===== src/dtdt_pkg.sv =====
`timescale 1ns / 1ps

package dtdt_pkg;

    localparam int unsigned MAG_W    = 64;
    localparam int unsigned DIGITS   = 20;
    localparam int unsigned BCD_W    = 4 * DIGITS;
    localparam int unsigned IDX_W    = 5;
    localparam int unsigned BITCNT_W = 6;

    localparam logic [MAG_W-1:0] MOST_NEG = {1'b1, {(MAG_W-1){1'b0}}};
    localparam logic [MAG_W-1:0] MAG_MAX  = {1'b0, {(MAG_W-1){1'b1}}};
    localparam logic [MAG_W-1:0] SEC_MIN  = 64'd316200000;
    localparam logic [MAG_W-1:0] MSEC_MIN = 64'd316200;
    localparam logic [MAG_W-1:0] USEC_MIN = 64'd316;

    localparam logic [7:0] CHAR_MINUS = 8'h2D;
    localparam logic [7:0] CHAR_ZERO  = 8'h30;
    localparam logic [7:0] CHAR_POINT = 8'h2E;
    localparam logic [7:0] CHAR_SPACE = 8'h20;
    localparam logic [7:0] CHAR_S     = 8'h73;
    localparam logic [7:0] CHAR_M     = 8'h6D;
    localparam logic [7:0] CHAR_N     = 8'h6E;
    localparam logic [7:0] MICRO_HI   = 8'hC2;
    localparam logic [7:0] MICRO_LO   = 8'hB5;

    typedef struct packed {
        logic signed [63:0] duration_ns;
        logic [3:0]         significant_digits;
    } in_word_t;

    typedef struct packed {
        logic [7:0] char_byte;
        logic       last_char;
    } out_word_t;

    typedef enum logic [1:0] {
        UNIT_NS,
        UNIT_US,
        UNIT_MS,
        UNIT_S
    } unit_t;

    typedef enum logic [3:0] {
        ST_IDLE,
        ST_CONV,
        ST_PREP,
        ST_SIGN,
        ST_INT,
        ST_ZERO,
        ST_POINT,
        ST_FRAC,
        ST_SUFFIX
    } state_t;

    typedef enum logic [2:0] {
        SEL_SIGN,
        SEL_ZERO,
        SEL_DIGIT,
        SEL_POINT,
        SEL_SUFFIX
    } byte_sel_t;

    typedef enum logic [2:0] {
        IDX_HOLD,
        IDX_DEC,
        IDX_INC,
        IDX_INT,
        IDX_FRAC,
        IDX_SUF
    } idx_op_t;

    typedef struct packed {
        logic      load;
        logic      conv;
        logic      prep;
        logic      emit;
        byte_sel_t sel;
        idx_op_t   idx_op;
    } dp_cmd_t;

    typedef struct packed {
        logic conv_last;
        logic neg;
        logic int_long;
        logic has_frac;
        logic int_last;
        logic frac_last;
        logic suf_last;
        logic out_free;
    } dp_status_t;

    function automatic logic [3:0] unit_point(unit_t u);
        logic [3:0] k;
        case (u)
            UNIT_S:  k = 4'd9;
            UNIT_MS: k = 4'd6;
            UNIT_US: k = 4'd3;
            default: k = 4'd0;
        endcase
        return k;
    endfunction

    function automatic logic [1:0] suffix_last(unit_t u);
        logic [1:0] l;
        case (u)
            UNIT_S:  l = 2'd1;
            UNIT_US: l = 2'd3;
            default: l = 2'd2;
        endcase
        return l;
    endfunction

    function automatic logic [7:0] suffix_byte(unit_t u, logic [1:0] i);
        logic [7:0] b;
        case (i)
            2'd0:    b = CHAR_SPACE;
            2'd1:
            begin
                case (u)
                    UNIT_S:  b = CHAR_S;
                    UNIT_MS: b = CHAR_M;
                    UNIT_US: b = MICRO_HI;
                    default: b = CHAR_N;
                endcase
            end
            2'd2:    b = (u == UNIT_US) ? MICRO_LO : CHAR_S;
            default: b = CHAR_S;
        endcase
        return b;
    endfunction

endpackage


===== src/duration_to_decimal_text.sv =====
`timescale 1ns / 1ps
// Each accepted word has its binary magnitude turned into 20 decimal digits one bit
// per cycle, then is written out as n bytes (3 to 19), one byte leaving per cycle
// while the sink is ready; no new word is accepted until its last byte is emitted.
// Reset clears the sequencer, the bit counter and the output valid flag only.

module duration_to_decimal_text (
    input  logic                  clk,
    input  logic                  rst_n,
    input  logic                  in_valid,
    output logic                  in_ready,
    input  dtdt_pkg::in_word_t    in_word,
    output logic                  out_valid,
    input  logic                  out_ready,
    output dtdt_pkg::out_word_t   out_word
);

    import dtdt_pkg::*;

    dp_cmd_t    cmd;
    dp_status_t status;

    dtdt_ctrl u_ctrl (
        .clk      (clk),
        .rst_n    (rst_n),
        .in_valid (in_valid),
        .in_ready (in_ready),
        .status   (status),
        .cmd      (cmd)
    );

    dtdt_datapath u_datapath (
        .clk       (clk),
        .rst_n     (rst_n),
        .in_word   (in_word),
        .out_valid (out_valid),
        .out_ready (out_ready),
        .out_word  (out_word),
        .cmd       (cmd),
        .status    (status)
    );

endmodule


===== src/dtdt_ctrl.sv =====
`timescale 1ns / 1ps

module dtdt_ctrl (
    input  logic                   clk,
    input  logic                   rst_n,
    input  logic                   in_valid,
    output logic                   in_ready,
    input  dtdt_pkg::dp_status_t   status,
    output dtdt_pkg::dp_cmd_t      cmd
);

    import dtdt_pkg::*;

    state_t state_reg;
    state_t state_next;

    always_ff @(posedge clk or negedge rst_n)
    begin
        if (!rst_n)
        begin
            state_reg <= ST_IDLE;
        end
        else
        begin
            state_reg <= state_next;
        end
    end

    always_comb
    begin
        state_next = state_reg;
        in_ready   = 1'b0;
        cmd.load   = 1'b0;
        cmd.conv   = 1'b0;
        cmd.prep   = 1'b0;
        cmd.emit   = 1'b0;
        cmd.sel    = SEL_DIGIT;
        cmd.idx_op = IDX_HOLD;
        case (state_reg)
            ST_IDLE:
            begin
                in_ready = 1'b1;
                if (in_valid)
                begin
                    cmd.load   = 1'b1;
                    state_next = ST_CONV;
                end
            end
            ST_CONV:
            begin
                cmd.conv = 1'b1;
                if (status.conv_last)
                begin
                    state_next = ST_PREP;
                end
            end
            ST_PREP:
            begin
                cmd.prep   = 1'b1;
                cmd.idx_op = IDX_INT;
                state_next = ST_SIGN;
            end
            ST_SIGN:
            begin
                if (!status.neg)
                begin
                    state_next = status.int_long ? ST_INT : ST_ZERO;
                end
                else if (status.out_free)
                begin
                    cmd.emit   = 1'b1;
                    cmd.sel    = SEL_SIGN;
                    state_next = status.int_long ? ST_INT : ST_ZERO;
                end
            end
            ST_INT, ST_ZERO:
            begin
                if (status.out_free)
                begin
                    cmd.emit = 1'b1;
                    cmd.sel  = (state_reg == ST_INT) ? SEL_DIGIT : SEL_ZERO;
                    if (state_reg == ST_ZERO || status.int_last)
                    begin
                        if (status.has_frac)
                        begin
                            state_next = ST_POINT;
                        end
                        else
                        begin
                            cmd.idx_op = IDX_SUF;
                            state_next = ST_SUFFIX;
                        end
                    end
                    else
                    begin
                        cmd.idx_op = IDX_DEC;
                    end
                end
            end
            ST_POINT:
            begin
                if (status.out_free)
                begin
                    cmd.emit   = 1'b1;
                    cmd.sel    = SEL_POINT;
                    cmd.idx_op = IDX_FRAC;
                    state_next = ST_FRAC;
                end
            end
            ST_FRAC:
            begin
                if (status.out_free)
                begin
                    cmd.emit = 1'b1;
                    cmd.sel  = SEL_DIGIT;
                    if (status.frac_last)
                    begin
                        cmd.idx_op = IDX_SUF;
                        state_next = ST_SUFFIX;
                    end
                    else
                    begin
                        cmd.idx_op = IDX_DEC;
                    end
                end
            end
            ST_SUFFIX:
            begin
                if (status.out_free)
                begin
                    cmd.emit = 1'b1;
                    cmd.sel  = SEL_SUFFIX;
                    if (status.suf_last)
                    begin
                        state_next = ST_IDLE;
                    end
                    else
                    begin
                        cmd.idx_op = IDX_INC;
                    end
                end
            end
            default:
            begin
                state_next = ST_IDLE;
            end
        endcase
    end

endmodule


===== src/dtdt_datapath.sv =====
`timescale 1ns / 1ps

module dtdt_datapath (
    input  logic                   clk,
    input  logic                   rst_n,
    input  dtdt_pkg::in_word_t     in_word,
    output logic                   out_valid,
    input  logic                   out_ready,
    output dtdt_pkg::out_word_t    out_word,
    input  dtdt_pkg::dp_cmd_t      cmd,
    output dtdt_pkg::dp_status_t   status
);

    import dtdt_pkg::*;

    logic [MAG_W-1:0]    bin_reg, bin_next;
    logic [BCD_W-1:0]    bcd_reg, bcd_next;
    logic [BITCNT_W-1:0] bit_cnt_reg, bit_cnt_next;
    logic                neg_reg, neg_next;
    logic [3:0]          sd_reg, sd_next;
    unit_t               unit_reg, unit_next;
    logic [3:0]          keep_reg, keep_next;
    logic                int_long_reg, int_long_next;
    logic [IDX_W-1:0]    idx_reg, idx_next;
    logic                out_valid_reg, out_valid_next;
    out_word_t           out_word_reg, out_word_next;

    logic [MAG_W-1:0]    raw;
    logic [MAG_W-1:0]    mag_in;
    unit_t               unit_in;
    logic [BCD_W-1:0]    adj;
    logic [3:0]          dig [DIGITS];
    logic [3:0]          k;
    logic [IDX_W-1:0]    d_comb;
    logic                int_long_comb;
    logic [IDX_W-1:0]    intlen;
    logic signed [6:0]   rem;
    logic [3:0]          keep_max;
    logic [3:0]          keep_comb;
    logic [IDX_W-1:0]    pos;
    logic [3:0]          cur_digit;
    logic [7:0]          byte_sel;

    always_comb
    begin
        raw = in_word.duration_ns;
        if (raw[MAG_W-1])
        begin
            mag_in = (raw == MOST_NEG) ? MAG_MAX : (~raw + 64'd1);
        end
        else
        begin
            mag_in = raw;
        end
        if (mag_in >= SEC_MIN)
        begin
            unit_in = UNIT_S;
        end
        else if (mag_in >= MSEC_MIN)
        begin
            unit_in = UNIT_MS;
        end
        else if (mag_in >= USEC_MIN)
        begin
            unit_in = UNIT_US;
        end
        else
        begin
            unit_in = UNIT_NS;
        end
    end

    always_comb
    begin
        for (int i = 0; i < DIGITS; i++)
        begin
            dig[i] = bcd_reg[4*i +: 4];
            adj[4*i +: 4] = (bcd_reg[4*i +: 4] >= 4'd5) ?
                            (bcd_reg[4*i +: 4] + 4'd3) : bcd_reg[4*i +: 4];
        end
    end

    always_comb
    begin
        k = unit_point(unit_reg);
        d_comb = '0;
        for (int i = 0; i < DIGITS; i++)
        begin
            if (dig[i] != 4'd0)
            begin
                d_comb = IDX_W'(i + 1);
            end
        end
        int_long_comb = d_comb > {1'b0, k};
        intlen = int_long_comb ? (d_comb - {1'b0, k}) : IDX_W'(1);
        rem = $signed({3'b000, sd_reg}) - $signed({2'b00, intlen});
        if (rem <= 7'sd0)
        begin
            keep_max = 4'd0;
        end
        else if (rem < $signed({3'b000, k}))
        begin
            keep_max = rem[3:0];
        end
        else
        begin
            keep_max = k;
        end
        keep_comb = 4'd0;
        for (int j = 1; j <= 9; j++)
        begin
            pos = {1'b0, k} - IDX_W'(j);
            if ((4'(j) <= keep_max) && (4'(j) <= k) && (dig[pos] != 4'd0))
            begin
                keep_comb = 4'(j);
            end
        end
    end

    always_comb
    begin
        cur_digit = dig[idx_reg];
        case (cmd.sel)
            SEL_SIGN:   byte_sel = CHAR_MINUS;
            SEL_ZERO:   byte_sel = CHAR_ZERO;
            SEL_POINT:  byte_sel = CHAR_POINT;
            SEL_DIGIT:  byte_sel = CHAR_ZERO | {4'b0000, cur_digit};
            SEL_SUFFIX: byte_sel = suffix_byte(unit_reg, idx_reg[1:0]);
            default:    byte_sel = CHAR_ZERO;
        endcase
    end

    always_comb
    begin
        bin_next       = bin_reg;
        bcd_next       = bcd_reg;
        bit_cnt_next   = bit_cnt_reg;
        neg_next       = neg_reg;
        sd_next        = sd_reg;
        unit_next      = unit_reg;
        keep_next      = keep_reg;
        int_long_next  = int_long_reg;
        out_valid_next = out_valid_reg;
        out_word_next  = out_word_reg;

        if (cmd.load)
        begin
            bin_next     = mag_in;
            bcd_next     = '0;
            bit_cnt_next = '0;
            neg_next     = raw[MAG_W-1];
            sd_next      = in_word.significant_digits;
            unit_next    = unit_in;
        end
        if (cmd.conv)
        begin
            bcd_next     = {adj[BCD_W-2:0], bin_reg[MAG_W-1]};
            bin_next     = {bin_reg[MAG_W-2:0], 1'b0};
            bit_cnt_next = bit_cnt_reg + BITCNT_W'(1);
        end
        if (cmd.prep)
        begin
            keep_next     = keep_comb;
            int_long_next = int_long_comb;
        end

        case (cmd.idx_op)
            IDX_HOLD: idx_next = idx_reg;
            IDX_DEC:  idx_next = idx_reg - IDX_W'(1);
            IDX_INC:  idx_next = idx_reg + IDX_W'(1);
            IDX_INT:  idx_next = d_comb - IDX_W'(1);
            IDX_FRAC: idx_next = {1'b0, k} - IDX_W'(1);
            IDX_SUF:  idx_next = '0;
            default:  idx_next = idx_reg;
        endcase

        if (cmd.emit)
        begin
            out_valid_next          = 1'b1;
            out_word_next.char_byte = byte_sel;
            out_word_next.last_char = (cmd.sel == SEL_SUFFIX) && status.suf_last;
        end
        else if (out_ready)
        begin
            out_valid_next = 1'b0;
        end
    end

    always_comb
    begin
        status.conv_last = bit_cnt_reg == {BITCNT_W{1'b1}};
        status.neg       = neg_reg;
        status.int_long  = int_long_reg;
        status.has_frac  = keep_reg != 4'd0;
        status.int_last  = idx_reg == {1'b0, k};
        status.frac_last = idx_reg == ({1'b0, k} - {1'b0, keep_reg});
        status.suf_last  = idx_reg[1:0] == suffix_last(unit_reg);
        status.out_free  = !out_valid_reg || out_ready;
    end

    always_ff @(posedge clk or negedge rst_n)
    begin
        if (!rst_n)
        begin
            out_valid_reg <= 1'b0;
            bit_cnt_reg   <= '0;
        end
        else
        begin
            out_valid_reg <= out_valid_next;
            bit_cnt_reg   <= bit_cnt_next;
        end
    end

    always_ff @(posedge clk)
    begin
        bin_reg      <= bin_next;
        bcd_reg      <= bcd_next;
        neg_reg      <= neg_next;
        sd_reg       <= sd_next;
        unit_reg     <= unit_next;
        keep_reg     <= keep_next;
        int_long_reg <= int_long_next;
        idx_reg      <= idx_next;
        out_word_reg <= out_word_next;
    end

    assign out_valid = out_valid_reg;
    assign out_word  = out_word_reg;

endmodule

===== config.mk =====
export PLATFORM = sky130hd
export DESIGN_NAME = duration_to_decimal_text
export DESIGN_NICKNAME = d
export VERILOG_FILES = /design/src/dtdt_pkg.sv /design/src/duration_to_decimal_text.sv /design/src/dtdt_ctrl.sv /design/src/dtdt_datapath.sv
export SDC_FILE = /design/constraint.sdc
export NUM_CORES = 1
export LEC_CHECK = 0
export BUFFER_PORTS_ARGS = -buffer_cell sky130_fd_sc_hd__clkbuf_2
export CORE_MARGIN = 10
export CORE_UTILIZATION = 68
export DETAILED_ROUTE_END_ITERATION = 10
export GPL_TIMING_DRIVEN = 0
export PLACE_DENSITY = 0.88
export SYNTH_ARGS = -nofsm -noshare
export SYNTH_HDL_FRONTEND = slang
export SYNTH_SLANG_ARGS = --single-unit

===== constraint.sdc =====
create_clock -name clk -period 12.57 [get_ports clk]
set_input_delay 1.8855 -clock clk [delete_from_list [all_inputs] [get_ports clk]]
set_output_delay 1.8855 -clock clk [all_outputs]
set_load 0.05 [all_outputs]

== Yosys cells after proc, flatten, opt, wreduce, memory -nomap -nowiden ==
Index checks and enable logic that the tools add are counted.

* Add/sub/neg operators: 37
* Mux-type cells: 132
* Magnitude comparators: 54
* Equality and inequality tests: 36
* Reductions and logical operators: 62
* Bitwise logic cells: 11

{| class="wikitable"
|+ Operator list
! operator !! count
|-
| 2-to-1 mux 64 bit || 4
|-
| 2-to-1 mux 4 bit || 63
|-
| binary-select mux 4 bit (select 5 bit) || 10
|-
| 2-to-1 mux 80 bit || 2
|-
| nonzero test 4 bit || 30
|-
| >= comparator 4 x 3 -> 1 bit (second input constant) || 20
|-
| adder 4 x 2 -> 4 bit (second input constant) || 19
|-
| adder 64 x 1 -> 64 bit (second input constant) || 1
|-
| equality test 64 bit (second input constant) || 1
|-
| >= comparator 64 x 19 -> 1 bit (second input constant) || 1
|-
| >= comparator 64 x 29 -> 1 bit (second input constant) || 1
|-
| >= comparator 64 x 9 -> 1 bit (second input constant) || 1
|-
| inverter 64 bit || 1
|-
| >= comparator 6 bit (second input constant) || 10
|-
| inverter 5 -> 6 bit || 10
|-
| one-hot mux 8 bit (3 select lines) || 2
|-
| 2-to-1 mux 3 bit || 12
|-
| <= comparator 3 x 4 -> 1 bit (first input constant) || 8
|-
| one-hot mux 4 bit (8 select lines) || 1
|-
| one-hot mux 8 bit (4 select lines) || 1
|-
| 2-to-1 mux 5 bit || 6
|-
| 2-to-1 mux 7 bit || 4
|-
| one-hot mux 5 bit (5 select lines) || 1
|-
| one-hot mux 4 bit (5 select lines) || 1
|-
| 50 further kinds || 122
|}

* Register bits: 181
* Output and inout bits: 11

== Logic depth before layout (Yosys ltp) ==
Gate-level depths: netlist (run 1).

* Depth after elaboration: 38
* Gate-level depth with buffers: 29

== Modules after synthesis ==
A second synthesis (run 1) with hierarchy kept.

* Cells, all modules: 1,618
* Area total of the unflattened synthesis: 15,213.3 um^2

{| class="wikitable"
|+ Modules (own cells, without submodules)
! module !! area an instance (um^2) !! cells each !! seq. area each (um^2) !! times used
|-
| dtdt_datapath || 14,629.0 || 1,553 || 5,270.1 || 1
|-
| dtdt_ctrl || 584.3 || 65 || 100.1 || 1
|}

== Worst setup path before layout (run 1) ==
No wires, ideal clock.

* Path type: reg2reg
* From: register u_ctrl.state_reg[1]
* To: register u_datapath.bcd_reg[0] (enable)
* Stages on the path, launching flop included: 7
* Path buffers: 1
* Setup time: 495 ps
* Path slack: 6,313 ps
* Period minus slack after synthesis: 6,257 ps
* Arrival: 5,761 ps
* Path through: dfrtp_1 > clkbuf_1 > nor4_1 > nand2_1 > clkinv_1 > nor2_1 > inv_1

* Longest elaborated chain between the ends: 3
* Elaborated cells between the ends (all ways): 5

{| class="wikitable"
|+ Ends and longest elaborated chain
! what !! RTL line !! source
|-
| from (decl) || dtdt_ctrl.sv:14 || <nowiki>state_t state_reg;</nowiki>
|-
| from (signal assigned) || dtdt_ctrl.sv:25 || <nowiki>state_reg <= state_next;</nowiki>
|-
| equality test 4 x 1 -> 1 bit / zero test 4 bit (equally long branches) || dtdt_ctrl.sv:39 || <nowiki>case (state_reg)</nowiki>
|-
| 2-to-1 mux 1 bit || dtdt_ctrl.sv:39 ||
|-
| nonzero test 2 bit (no line) * || n/a ||
|-
| to (signal assigned) || dtdt_datapath.sv:218 || <nowiki>bcd_reg <= bcd_next;</nowiki>
|-
| to (decl) || dtdt_datapath.sv:17 || <nowiki>logic [BCD_W-1:0] bcd_reg, bcd_next;</nowiki>
|}

Every way passes the cells marked *; elsewhere a longest branch is shown, timed or not.
A chain may end at the register's enable or synchronous reset.

== Worst setup path in the final report (run 1) ==
* From: register u_datapath.bcd_reg[16]
* To: register u_datapath.keep_reg[0] (data pin)

* Longest elaborated chain between the ends: 34
* Elaborated cells between the ends (all ways): 96

{| class="wikitable"
|+ Ends and longest elaborated chain
! what !! RTL line !! source
|-
| nonzero test 4 bit * || dtdt_datapath.sv:89 || <nowiki>if (dig[i] != 4'd0)</nowiki>
|-
| 2-to-1 mux 3 bit * (3 in series) || dtdt_datapath.sv:89 ||
|-
| 2-to-1 mux 4 bit * (8 in series) || dtdt_datapath.sv:89 ||
|-
| 2-to-1 mux 5 bit * (5 in series) || dtdt_datapath.sv:89 ||
|-
| greater-than comparator 5 x 4 -> 1 bit * || dtdt_datapath.sv:94 || <nowiki>int_long_comb = d_comb > {1'b0, k};</nowiki>
|-
| via u_datapath.int_long_comb || dtdt_datapath.sv:35 || <nowiki>logic int_long_comb;</nowiki>
|-
| 2-to-1 mux 5 bit * || dtdt_datapath.sv:95 || <nowiki>intlen = int_long_comb ? (d_comb - {1'b0, k}) : IDX_W'(1);</nowiki>
|-
| subtractor 4 x 5 -> 6 bit * || dtdt_datapath.sv:96 || <nowiki>rem = $signed({3'b000, sd_reg}) - $signed({2'b00, intlen});</nowiki>
|-
| less-than comparator 7 x 5 -> 1 bit || dtdt_datapath.sv:101 || <nowiki>else if (rem < $signed({3'b000, k}))</nowiki>
|-
| 2-to-1 mux 4 bit || dtdt_datapath.sv:101 ||
|-
| 2-to-1 mux 4 bit * || dtdt_datapath.sv:97 || <nowiki>if (rem <= 7'sd0)</nowiki>
|-
| <= comparator 1 x 4 -> 1 bit || dtdt_datapath.sv:113 || <nowiki>if ((4'(j) <= keep_max) && (4'(j) <= k) && (dig[pos] != 4'd0))</nowiki>
|-
| logical AND 1 bit (2 in series) || dtdt_datapath.sv:113 ||
|-
| 2-to-1 mux 1 bit || dtdt_datapath.sv:113 ||
|-
| 2-to-1 mux 2 bit (2 in series) || dtdt_datapath.sv:113 ||
|-
| 2-to-1 mux 3 bit (4 in series) || dtdt_datapath.sv:113 ||
|-
| 2-to-1 mux 1 bit || dtdt_datapath.sv:113 ||
|-
| to (signal assigned) || dtdt_datapath.sv:222 || <nowiki>keep_reg <= keep_next;</nowiki>
|-
| to (decl) || dtdt_datapath.sv:22 || <nowiki>logic [3:0] keep_reg, keep_next;</nowiki>
|}

The timed path passes the listed nets; every way through them passes the cells marked *. The select of a mux whose other input is x is not followed.

==> results.md, run 1 <==
* Die Y at 166.7 µm
* Slew HR at 29.03%
* Worst-margin pin slew at 1.065 ns
* Seq/Total Area, Yosys at 36.70%
* R2R cell count at 28
* Antenna-violating nets left at 0
* Required time of the worst setup path at 12.76 ns
* Core area at 0.02109 mm²
* Post-Synthesis Cells at 1614
* Cell mode on critical path: a21oi_1
* Worst hold path class: flop to flop
* Pwr Density at 237.6 mW/mm²
* Die X at 166.7 µm
* Starting Density at 69.40%
* Worst Path Max Fanout at 9
* Layout cell share with drive strength beyond 1 at 10.38%
* Synth Register Bits at 181
* Site Rows at 53
* Setup Fix Bufs, Post-CTS at 0
* I/O pins at 83
* YS warnings at 0
* GPL Wtd Cong at 1.000
* Largest register FFs at 80
* Leakage at 6.165 nW
* ANT cells at 0
* CP max stage cell: or3b_2
* WL final at 43870 µm
* Post-synth ARST share at 6.077%
* Vias in the first global route at 13340
* Post_cts resized at 0
* Slowest stage delay, CP at 0.51 ns
* Pre-antenna DRT Iters at 9
* Setup TNS at 0 ns
* First-pass GRT wire length at 69800 µm
* Worst-path clk slew at 0.07 ns
* Fmax at 126.3 MHz
* Hold_buf cts at 0
* Synth Flop Type: edfxtp_1
* Clk_skew at 0.01306 ns
* Drt via density at 6.794
* # clock sinks at 181
* Syn avg cell area at 9.067 µm²
* Run status: finished, violations left
* CP Class: flop to flop
* Syn nets at 1766
* VDD IR max at 0.1190 mV
* Most frequent cells in the layout: 175 x nand2_1, 169 x edfxtp_1, 167 x nor2_1
* Failing checks: DRC
* CTS Buffer Depth at 2
* Power Total at 0.003793 W
* Final period util at 62.97%
* # setup viols final at 0
* Hold Path Stages at 1
* Final hold violation count at 0
* Setup crit start kind: flop
* Final Max Tran Viols at 0
* GRT Util Overall at 30.51%
* Max-cap violation count at 0
* Syn-to-layout area delta at 9.097%
* Post-synthesis cell area at 0.01463 mm²
* RSZ-0062 raised after global routing: no
* Commonest non-fill, non-tap cell in the layout: nand2_1
* Via Count at 13590
* DRC at 1
* CTS buffer count at 17
* Antenna violations before repair at 0
* Worst Setup End Kind: flop
* Starting DRT DRC Count at 1589
* Largest net degree at the start of global routing at 76
* Worst-Skew Late Latency at 0.44 ns
* Post-synth EDFFs at 169
* Final worst path period need at 7.916 ns
* Final nets at 1864
* Netlist cell types at 77
* CTS tree: built
* Port Buf Inserts at 78
* WL/cell at 21.93 µm
* CP arrival at 8.11 ns
* Gr ovfl total at 0
* Detailed placer's ending HPWL at 33330 µm
* H-tree depth at 4
* DIE AREA at 0.02779 mm²
* CTS root buffer: clkbuf_16
area by class of cell:
class,count,area [µm²]
sequential,181,5370
clock buffer,18,429.2
tap,275,344.1
inverter,79,301.5
fill,1503,5122
clock inverter,14,135.1
multi-input combinational,1277,8675
buffer,77,292.8
timing repair buffer,79,417.9
routing by layer:
metal,track usage [%],up-vias,part of all wire [%]
met5,0,-,0
met4,15.39,0,4.8
met3,6.849,165,9.1
met2,50.51,841,48
met1,36.71,6418,38
li1,-,6164,-
kinds of logic after synthesis:
kind of cell / after synthesis / share of synthesized area (%)
multiplexers: 68 / 7.191
buffers and inverters: 156 / 4.027
flip-flops: 181 / 36.70
XOR/XNOR: 118 / 7.062
AO/OA/AOI/OAI: 397 / 17.68
AND/OR/NAND/NOR: 614 / 20.35
adder cells (fa/ha/maj): 80 / 6.994
critical path: cells and delay by family (launching register included):
kind	cells	cell delay [ns]
compound gates	12	2.96
xor+xnor	1	0.45
buf+inv	3	0.58
simple gates	7	1.49
mux	1	0.38
fa+ha+maj	4	1.34
flops	1	0.47
final timing paths:
path | start | end | slack (ns)
hold reg to reg | u_datapath.bin_reg[50] | u_datapath.bin_reg[51] | 0.53
max in group asynchronous | rst_n | u_ctrl.state_reg[3] | 11.00
min in group asynchronous | rst_n | u_datapath.bit_cnt_reg[4] | 1.32
setup reg to reg | u_datapath.bcd_reg[16] | u_datapath.keep_reg[0] | 4.65
setup / recovery | u_datapath.bcd_reg[16] | u_datapath.keep_reg[0] | 4.65
hold / removal | u_datapath.bin_reg[50] | u_datapath.bin_reg[51] | 0.53
report_power, final:
group | total [W] | leakage [nW] | switching (W) | internal [W]
clock network | 0.000526 | 0.273 | 0.000263 | 0.000263
logic | 0.00197 | 4.13 | 0.00123 | 0.000742
registers | 0.00129 | 1.76 | 0.000253 | 0.00104
synthesized netlist by cell type (4+ instances only):
library cell | instances | area [µm²]
or2_2 | 12 | 75.07
nand3_1 | 33 | 165.2
a31o_2 | 5 | 43.79
o311ai_0 | 4 | 35.03
and3_1 | 10 | 62.56
or3_1 | 23 | 143.9
a22oi_1 | 7 | 52.55
o221ai_1 | 7 | 61.31
nor4_1 | 34 | 212.7
mux4_2 | 29 | 653.1
a31oi_1 | 11 | 68.82
a211oi_1 | 7 | 52.55
nor3b_1 | 8 | 60.06
o31ai_1 | 17 | 127.6
nand2b_1 | 34 | 212.7
o211ai_1 | 8 | 60.06
nand4_1 | 12 | 75.07
a22o_1 | 10 | 87.58
xnor2_1 | 58 | 508.0
mux2i_1 | 32 | 320.3
mux2_2 | 7 | 78.83
dfrtp_1 | 11 | 275.3
edfxtp_1 | 169 | 5075
clkbuf_1 | 67 | 251.5
xor2_1 | 60 | 525.5
buf_1 | 7 | 26.28
o21ai_0 | 78 | 390.4
o41ai_1 | 20 | 175.2
nor2_1 | 167 | 626.9
ha_1 | 77 | 963.4
a21o_1 | 36 | 270.3
nor2b_1 | 14 | 87.58
nand4b_1 | 4 | 35.03
and2_1 | 9 | 56.30
or3b_2 | 5 | 43.79
o2111ai_1 | 8 | 70.07
nand2_1 | 175 | 656.9
o21a_1 | 6 | 45.04
o21bai_1 | 4 | 30.03
or4_1 | 16 | 120.1
o22ai_1 | 5 | 31.28
nor3_1 | 45 | 225.2
inv_1 | 76 | 285.3
o31a_1 | 7 | 61.31
a21oi_1 | 126 | 630.6
per-stage QoR:
stage / instance area [µm²] / setup slack (ns) / std cells / util, % / hold WS [ns]
2_1_floorplan: 14630 / 6.313 / 1614 / - / 0.4520
3_3_place_gp: 15370 / 5.119 / 1967 / 72.88 / 0.4750
3_5_place_dp: 15400 / 4.903 / 1968 / 73.03 / 0.4966
4_1_cts: 15970 / 4.878 / 2000 / 75.71 / 0.5193
5_1_grt: 15970 / 4.403 / 2000 / 75.71 / 0.5449
6_report: 15970 / 4.654 / 2000 / 75.71 / 0.5269
Note: power is estimated with default switching activity, not from simulation.
==> run 2, diff against run 1 <==
CORE_UTILIZATION = 63   (was 68)
PLACE_DENSITY = 0.82   (was 0.88)
clock period = 8.1 ns   (was 12.57 ns; I/O delays follow)
==> results.md, run 2 (synthesis gave the netlist of run 1 again) <==
* Power Total at 0.005890 W
* Leakage at 6.182 nW
* Worst-Skew Late Latency at 0.46 ns
* Antenna-violating nets left at 0
* CTS tree: built
* # clock sinks at 181
* Starting Density at 64.25%
* Slowest stage delay, CP at 0.51 ns
* Worst Setup End Kind: flop
* WL final at 43240 µm
* Drt via density at 6.499
* CTS root buffer: clkbuf_16
* Required time of the worst setup path at 8.27 ns
* Die X at 172.4 µm
* WL/cell at 21.23 µm
* Port Buf Inserts at 78
* Largest net degree at the start of global routing at 106
* Final hold violation count at 0
* CP max stage cell: or3b_2
* Setup TNS at 0 ns
* Starting DRT DRC Count at 1261
* Internal Power at 0.003179 W
* Setup Fix Bufs, Post-CTS at 0
* Hold WS at 0.5029 ns
* Pwr Density at 367.1 mW/mm²
* Syn-to-layout area delta at 9.627%
* Worst Path Max Fanout at 9
* Comb power frac at 51.7%
* Most frequent cells in the layout: 175 x nand2_1, 169 x edfxtp_1, 167 x nor2_1
* VDD IR max at 0.2331 mV
* DIE AREA at 0.02973 mm²
* CTS Buffer Depth at 2
* Slew HR at 29.01%
* P_sw at 0.002711 W
* Filler cells at 1791
* DRC at 0
* Final nets at 1863
* Pre-antenna DRT Iters at 6
* Run status: finished, final reports clean
* Sequential share of power at 33.6%
* # setup viols final at 0
* ANT cells at 0
* Core area at 0.02278 mm²
* Hold_buf cts at 0
* Post_cts resized at 0
* Max-cap violation count at 0
* Vias in the first global route at 12820
* Layout cell share with drive strength beyond 1 at 10.44%
* Fmax at 131.5 MHz
* Cell mode on critical path: a21oi_1
* Antenna violations before repair at 0
* RSZ-0062 raised after global routing: no
* H-tree depth at 4
* Worst hold path class: flop to flop
* Largest register FFs at 80
* Via Count at 13240
* CP arrival at 7.77 ns
* Worst-path clk slew at 0.08 ns
* CTS buffer count at 17
* Final worst path period need at 7.602 ns
* Gr ovfl total at 0
* CP Class: flop to flop
* Site Rows at 55
* First-pass GRT wire length at 68430 µm
* Commonest non-fill, non-tap cell in the layout: nand2_1
* Detailed placer's ending HPWL at 33130 µm
* Clock share of power at 14.6%
* GPL Wtd Cong at 1.002
* Clk_skew at 0.01578 ns
* Final period util at 93.85%
* Worst-margin pin slew at 1.055 ns
* Die Y at 172.4 µm
* I/O pins at 83
* Sw Share at 46.03%
* Setup crit start kind: flop
* Final Max Tran Viols at 0
* GRT Util Overall at 29.36%
[run 2: changes by cell type in the layout (fill, tap and decap cells not counted)]
cell,delta
clkbuf_1,-2
clkinv_2,-2
inv_12,+2
inv_8,+2
clkinv_4,-1
clkinvlp_4,-1
inv_6,+1
[run 2: final timing paths]
check                      depth (start not counted)  slack, ns                       from                   endpoint
min                                                1       0.50  u_datapath.bit_cnt_reg[5]  u_datapath.bit_cnt_reg[5]
max in group asynchronous                          1       7.22                      rst_n       u_datapath.out_valid
min reg2reg                                        1       0.50  u_datapath.bit_cnt_reg[5]  u_datapath.bit_cnt_reg[5]
max                                               28       0.50     u_datapath.bcd_reg[16]     u_datapath.keep_reg[0]
max reg2reg                                       28       0.50     u_datapath.bcd_reg[16]     u_datapath.keep_reg[0]
min in group asynchronous                          1       0.64                      rst_n        u_ctrl.state_reg[3]
[run 2: metrics by stage]
stage	area (µm²)	worst slack (ns)	instances	util (%)
finish	16040	0.4982	2037	70.43
global route	16040	0.1498	2037	70.43
CTS	16050	0.4581	2038	70.45
detailed placement	15450	0.4884	2006	67.82
global placement	15420	0.6108	2005	67.68
floorplan	14630	1.843	1614	-
[run 2: power groups by stage]
stage | combinational (W) | clock [W] | sequential, W
5_1_grt | 0.00333 | 0.000906 | 0.00203
4_1_cts | 0.00299 | 0.000863 | 0.00196
3_5_place_dp | 0.00296 | 0 | 0.00197
6_report | 0.00305 | 0.000863 | 0.00198
2_1_floorplan | 0.00216 | 0 | 0.00197
3_3_place_gp | 0.00285 | 0 | 0.00202
[run 2: critical path, delay by kind of cell, from the launching register on]
kind,cells,cell delay [ns]
buf+inv,2,0.21
mux,1,0.43
simple gates,7,1.71
compound gates,13,2.79
flops,1,0.48
xor+xnor,1,0.38
fa+ha+maj,4,1.30
[run 2: area by class of cell]
| type | instances | area (µm²) | share of cell area (%) |
|---|---|---|---|
| Clock inverter | 15 | 172.7 | 1.076 |
| Tap cell | 313 | 391.6 | 2.441 |
| Multi-Input combinational cell | 1277 | 8675 | 54.07 |
| Buffer | 76 | 289.0 | 1.802 |
| Timing Repair Buffer | 79 | 417.9 | 2.605 |
| Sequential cell | 181 | 5370 | 33.47 |
| Clock buffer | 17 | 425.4 | 2.652 |
| Inverter | 79 | 301.5 | 1.880 |
[run 2: routing by layer]
metal  wire, µm  global-route usage [%]  up-vias
met5          0                       0        -
met4       1966                   14.43        0
met3       3277                   5.518      133
met2      20550                   48.92      680
met1      17440                   35.85     6256
li1           -                       -     6170
==> run 3, diff against run 2 <==
PLACE_DENSITY = 0.9   (was 0.82)
==> results.md, run 3 (synthesis gave the netlist of run 1 again) <==
* Run status: finished, final reports clean
* DRC at 0
* Comb power frac at 52.1%
* Worst r2r src: u_datapath.bcd_reg[16]
* Final worst path period need at 7.571 ns
* Leakage at 6.192 nW
* Final period util at 93.47%
* Crit. Startpoint: u_datapath.bcd_reg[16]
* Commonest non-fill, non-tap cell in the layout: nand2_1
* CTS tree: built
* Antenna-violating nets left at 0
* CTS buffer count at 17
* Max-cap violation count at 0
* Sequential share of power at 33.6%
* GRT Util Overall at 28.94%
* Worst hold path class: flop to flop
* Pwr Density at 366.5 mW/mm²
* GPL Wtd Cong at 0.9702
* CTS Buffer Depth at 2
* Starting DRT DRC Count at 1863
* Worst Path Max Fanout at 9
* Storage cell area at 0.005370 mm²
* P_sw at 0.002700 W
* Required time of the worst setup path at 8.27 ns
* Final nets at 1863
* Largest net degree at the start of global routing at 97
* # clock sinks at 181
* Sw Share at 45.85%
* Core area at 0.02278 mm²
* Starting Density at 64.25%
* # setup viols final at 0
* VDD IR max at 0.2888 mV
* Worst Setup End Kind: flop
* Drt via density at 6.675
* Detailed placer's ending HPWL at 32310 µm
* Layout cell share with drive strength beyond 1 at 10.56%
* Hold Startpoint: u_datapath.bit_cnt_reg[5]
* CP Class: flop to flop
* Setup crit start kind: flop
* Worst-Skew Late Latency at 0.44 ns
* Multi-input logic area at 0.008686 mm²
* Vias in the first global route at 13460
* Slew HR at 18.88%
* Site Rows at 55
* Internal Power at 0.003188 W
* First-pass GRT wire length at 68500 µm
* Clk_skew at 0.007565 ns
* Worst-path clk slew at 0.08 ns
* Antenna violations before repair at 0
* Worst-margin pin slew at 1.206 ns
* Port Buf Inserts at 78
* Die X at 172.4 µm
* ANT cells at 0
* Filler cells at 1700
* Fmax at 132.1 MHz
* Slowest stage delay, CP at 0.52 ns
* Via Count at 13600
* Power Total at 0.005887 W
* Die Y at 172.4 µm
* Most frequent cells in the layout: 175 x nand2_1, 169 x edfxtp_1, 167 x nor2_1
* Gr ovfl total at 0
* DIE AREA at 0.02973 mm²
* Hold WS at 0.5150 ns
* Final Max Tran Viols at 0
* Post_cts resized at 0
* Hold_buf cts at 0
* Largest register FFs at 80
* CTS root buffer: clkbuf_16
* Setup Fix Bufs, Post-CTS at 0
* Setup TNS at 0 ns
* Reg-to-reg slack, setup at 0.53 ns
* WL/cell at 20.89 µm
* Final hold violation count at 0
* WL final at 42560 µm
* Clock share of power at 14.2%
* CP max stage cell: or3b_2
* Syn-to-layout area delta at 9.764%
* I/O pins at 83
* H-tree depth at 4
* RSZ-0062 raised after global routing: no
* Pre-antenna DRT Iters at 7
* CP arrival at 7.74 ns
==> run 3: cell type report <==
cell class	instances	share of cell area, %
Tap cell	313	2.438
Buffer	76	1.799
Clock buffer	17	2.648
Sequential cell	181	33.43
Multi-Input combinational cell	1277	54.07
Timing Repair Buffer	79	2.602
Clock inverter	15	1.129
Inverter	79	1.877
==> run 3: worst paths after layout <==
path / to / cells after the start
max in group asynchronous: u_datapath.bit_cnt_reg[0] / 1
min in group asynchronous: u_datapath.out_valid / 1
worst max register to register: u_datapath.keep_reg[0] / 27
worst min register to register: u_datapath.bit_cnt_reg[5] / 1
worst min-delay path: u_datapath.bit_cnt_reg[5] / 1
worst max-delay path: u_datapath.keep_reg[0] / 27
==> run 3: stage by stage <==
stage / utilization (%) / cell area [µm²] / cells / setup WS, ns
2_1_floorplan: - / 14630 / 1614 / 1.843
3_3_place_gp: 67.68 / 15420 / 2005 / 0.6635
3_5_place_dp: 67.82 / 15450 / 2006 / 0.3997
4_1_cts: 70.49 / 16060 / 2038 / 0.4360
5_1_grt: 70.52 / 16060 / 2037 / 0.1535
6_report: 70.52 / 16060 / 2037 / 0.5292
==> run 3: power groups by stage <==
stage | combinational [W] | clock, W | sequential, W
4_1_cts | 0.00299 | 0.000843 | 0.00196
3_3_place_gp | 0.00280 | 0 | 0.00201
5_1_grt | 0.00335 | 0.000886 | 0.00202
6_report | 0.00307 | 0.000839 | 0.00198
3_5_place_dp | 0.00295 | 0 | 0.00197
2_1_floorplan | 0.00216 | 0 | 0.00197
==> run 3: worst max-delay path, delay by kind of cell, from the launching register on <==
family,cells,cell delay [ns]
buffers and inverters,1,0.13
and+or+nand+nor,10,2.19
DFF,1,0.45
adders and majority gates,4,1.14
muxes,1,0.36
AOI/OAI and AO/OA,11,3.03
==> run 3: routing by layer <==
| layer | vias to the layer above | global-route usage (%) | part of all wire [%] |
|---|---|---|---|
| met1 | 6400 | 34.53 | 38 |
| met4 | 0 | 13.91 | 4.8 |
| met3 | 159 | 5.404 | 9.3 |
| met5 | - | 0 | 0 |
| met2 | 855 | 49.36 | 48 |
| li1 | 6183 | - | - |
